===== src/design/bpt_ram.sv =====
// Generic simple dual port RAM (one write port, one read port) with registered read.
module bpt_ram #(
    parameter int WIDTH = 8,
    parameter int DEPTH = 16
) (
    input  logic                     i_clk,
    input  logic                     i_we,
    input  logic [$clog2(DEPTH)-1:0] i_waddr,
    input  logic [WIDTH-1:0]         i_wdata,
    input  logic [$clog2(DEPTH)-1:0] i_raddr,
    output logic [WIDTH-1:0]         o_rdata
);
    logic [WIDTH-1:0] r_mem [DEPTH];

    always_ff @(posedge i_clk) begin
        if (i_we) begin
            r_mem[i_waddr] <= i_wdata;
        end
        o_rdata <= r_mem[i_raddr];
    end
endmodule

===== config.mk =====
export PLATFORM = sky130hd
export DESIGN_NAME = bpt_ram
export DESIGN_NICKNAME = d
export VERILOG_FILES = /design/src/design/bpt_ram.sv
export SDC_FILE = /design/constraint.sdc
export NUM_CORES = 1
export LEC_CHECK = 0
export ABC_AREA = 1
export BUFFER_PORTS_ARGS = -buffer_cell sky130_fd_sc_hd__buf_4
export CORE_ASPECT_RATIO = 1.75
export CORE_MARGIN = 2
export CORE_UTILIZATION = 43
export CTS_CLUSTER_DIAMETER = 80
export DETAILED_ROUTE_END_ITERATION = 8
export GPL_TIMING_DRIVEN = 0
export PLACE_DENSITY_LB_ADDON = 0.08
export SYNTH_ARGS = -nofsm -noshare
export SYNTH_HDL_FRONTEND = slang
export SYNTH_SLANG_ARGS = --single-unit

===== constraint.sdc =====
create_clock -name i_clk -period 2.56 [get_ports i_clk]
set_input_delay 0.256 -clock i_clk [delete_from_list [all_inputs] [get_ports i_clk]]
set_output_delay 0.256 -clock i_clk [all_outputs]
set_load 0.01 [all_outputs]

==> run metrics <==
setup_tns=0 ns; setup violators final=0; core box area=13200 sq um; H-tree levels=4; vias in the first global route=3832; Pre-antenna DRT Iters=5; crit-path max cell delay=0.78 ns; number of max-slew violations in the final report=0; cell area after synthesis=5770 sq um; initial antenna violation count=0; Worst setup SP type=primary input; clock insertion delay at the later pin of the skew report=0.42 ns; leakage power=2.90 nW; Max Buffers Root-to-Sink=2; power per cell area=just under 800 nW/um^2; final hold vios=0; CP Cell Sequence=buf_4, nand3b_1, nor2_1; die width=91.5 um; # rows=56; largest net degree at the start of global routing=17; Slew HR=35.2%; crit-path leading delay family=simple AND/OR/NAND/NOR gates; cts repair resizes=0; total track usage=22.1%; Synth Instances=551; global-route wire length before repair=~22000 um; Yosys reg bits=136; Setup Skew=0.00827 ns; Post-route DRC=0; DIE AREA=between 10000 and 15000 sq um; worst path required time=2.60 ns; Root Buffer=clkbuf_16; Max Cap Violations=0; Worst Setup End Kind=register; # IOs=26; Nets=610; Buffers & Inverters on Critical Path=1; number of diodes=0; Post-CTS Setup Repair Bufs=0; period utilisation layout=53.0%; status=finished clean; die height=157 um; wire per inst=19.1 um; CP Depth=3; I/O Buffers=22; wirelength, routed=14900 um; layout cells sized above 1=12.6%; sequential area share after synthesis=69.4%; Peak Freq=between 0.7 and 0.8 GHz; total number of yosys warnings=0; cts bufs inserted=17; Via density=approximately 5.0; TritonCTS Sinks=136; DP HPWL=roughly 10000 um; CTS tree=built; Cell variety after synth=12; Placed Cells=about 750; Tmin final=around 1.4 ns; Mapped Avg Cell Area=10.5 sq um; 1st-iter DRT viols=269; worst setup path class=in2reg; via count=3852; RD Place Congestion=0.882; Worst-Margin Slew=slightly below 1 ns; slowest cell on the critical path=nor2_1; R2R depth=6; hold depth=1; initial core utilization=between 40% and 50%; Hold Crit Class=in2reg; grt total ovfl=0; antenna-violating nets left=0; Syn Nets=569; CTS Hold Bufs=0; Synth-to-Final Area Change=16.7%; worst vdd ir=0.470 mV; crit path max fanout=8; CP arrival=1.39 ns; clock slew at reported path FFs=0.06 ns; RSZ-0062 raised after global routing=no; Final Non-Filler Cells=777
placed cells by master (no fill, tap or decap), drive strengths merged:
| cell type | instances |
|---|---|
| nand3 | 97 |
| clkinvlp | 4 |
| clkbuf | 17 |
| nand3b | 2 |
| edfxtp | 128 |
| buf | 46 |
| nand2 | 173 |
| nor2 | 17 |
| clkinv | 5 |
| dfxtp | 8 |
| bufinv | 3 |
| inv | 103 |
path summary, 6_finish.rpt:
kind | to | slack, ns | startpoint
max | r_mem[8][1] | 1.20 | i_waddr[2]
min | r_mem[1][1] | 0.18 | i_wdata[1]
max reg2reg | o_rdata[4] | 1.49 | r_mem[0][4]
min reg2reg | o_rdata[2] | 0.66 | r_mem[12][2]
where the power goes:
group	total [W]	internal (W)	switching [W]
Sequential	0.00250	0.00249	0.0000130
Clock	0.00243	0.00151	0.000913
Combinational	0.000348	0.000109	0.000239
sequential cells by signal, indices dropped and copies added (netlist names):
signal / count
r_mem: 128
o_rdata: 8
cell usage after synthesis, drive strengths merged:
| master | n | area, sq um |
|---|---|---|
| inv | 102 | 383 |
| dfxtp | 8 | 160 |
| nand3 | 97 | 485 |
| nand2 | 173 | 649 |
| nor2 | 17 | 63.8 |
| edfxtp | 128 | 3840 |
| buf | 24 | 166 |
| nand3b | 2 | 15.0 |
cells by family (layout without fill, tap and decap cells):
kind of cell	after synthesis	count (layout)	synth area share, %
AND/OR/NAND/NOR	289	289	21.0
flip-flops	136	136	69.4
buffers and inverters	126	178	9.52
layer usage:
metal / part of all wire, % / track usage, %
met1: 39 / 25.9
met2: 52 / 37.9
met3: 4.2 / 4.40
met4: 4.3 / 11.9
met5: 0 / 0
per-stage QoR:
step	power, W	worst slack [ns]	cell area, sq um	util (%)	hold slack (ns)
4_1_cts	0.00531	1.18	6730	50.8	0.171
6_report	0.00528	1.20	6730	50.8	0.176
2_1_floorplan	0.00273	1.35	5770	-	0.355
3_5_place_dp	0.00290	0.764	6150	46.4	0.605
3_3_place_gp	0.00289	0.784	6150	46.4	0.592
5_1_grt	0.00543	1.18	6730	50.8	0.171
area by class of cell:
class                   instances  area [sq um]
multi-input cells             289          1210
fillers                      1197          6510
clock buffers                  17           425
plain buffers                  24           166
flip-flops and latches        136          4000
clock inverters                13           156
repair buffers                 22           165
inverters                     102           383
well taps                     174           218
Power figures use the tool's default switching activity.
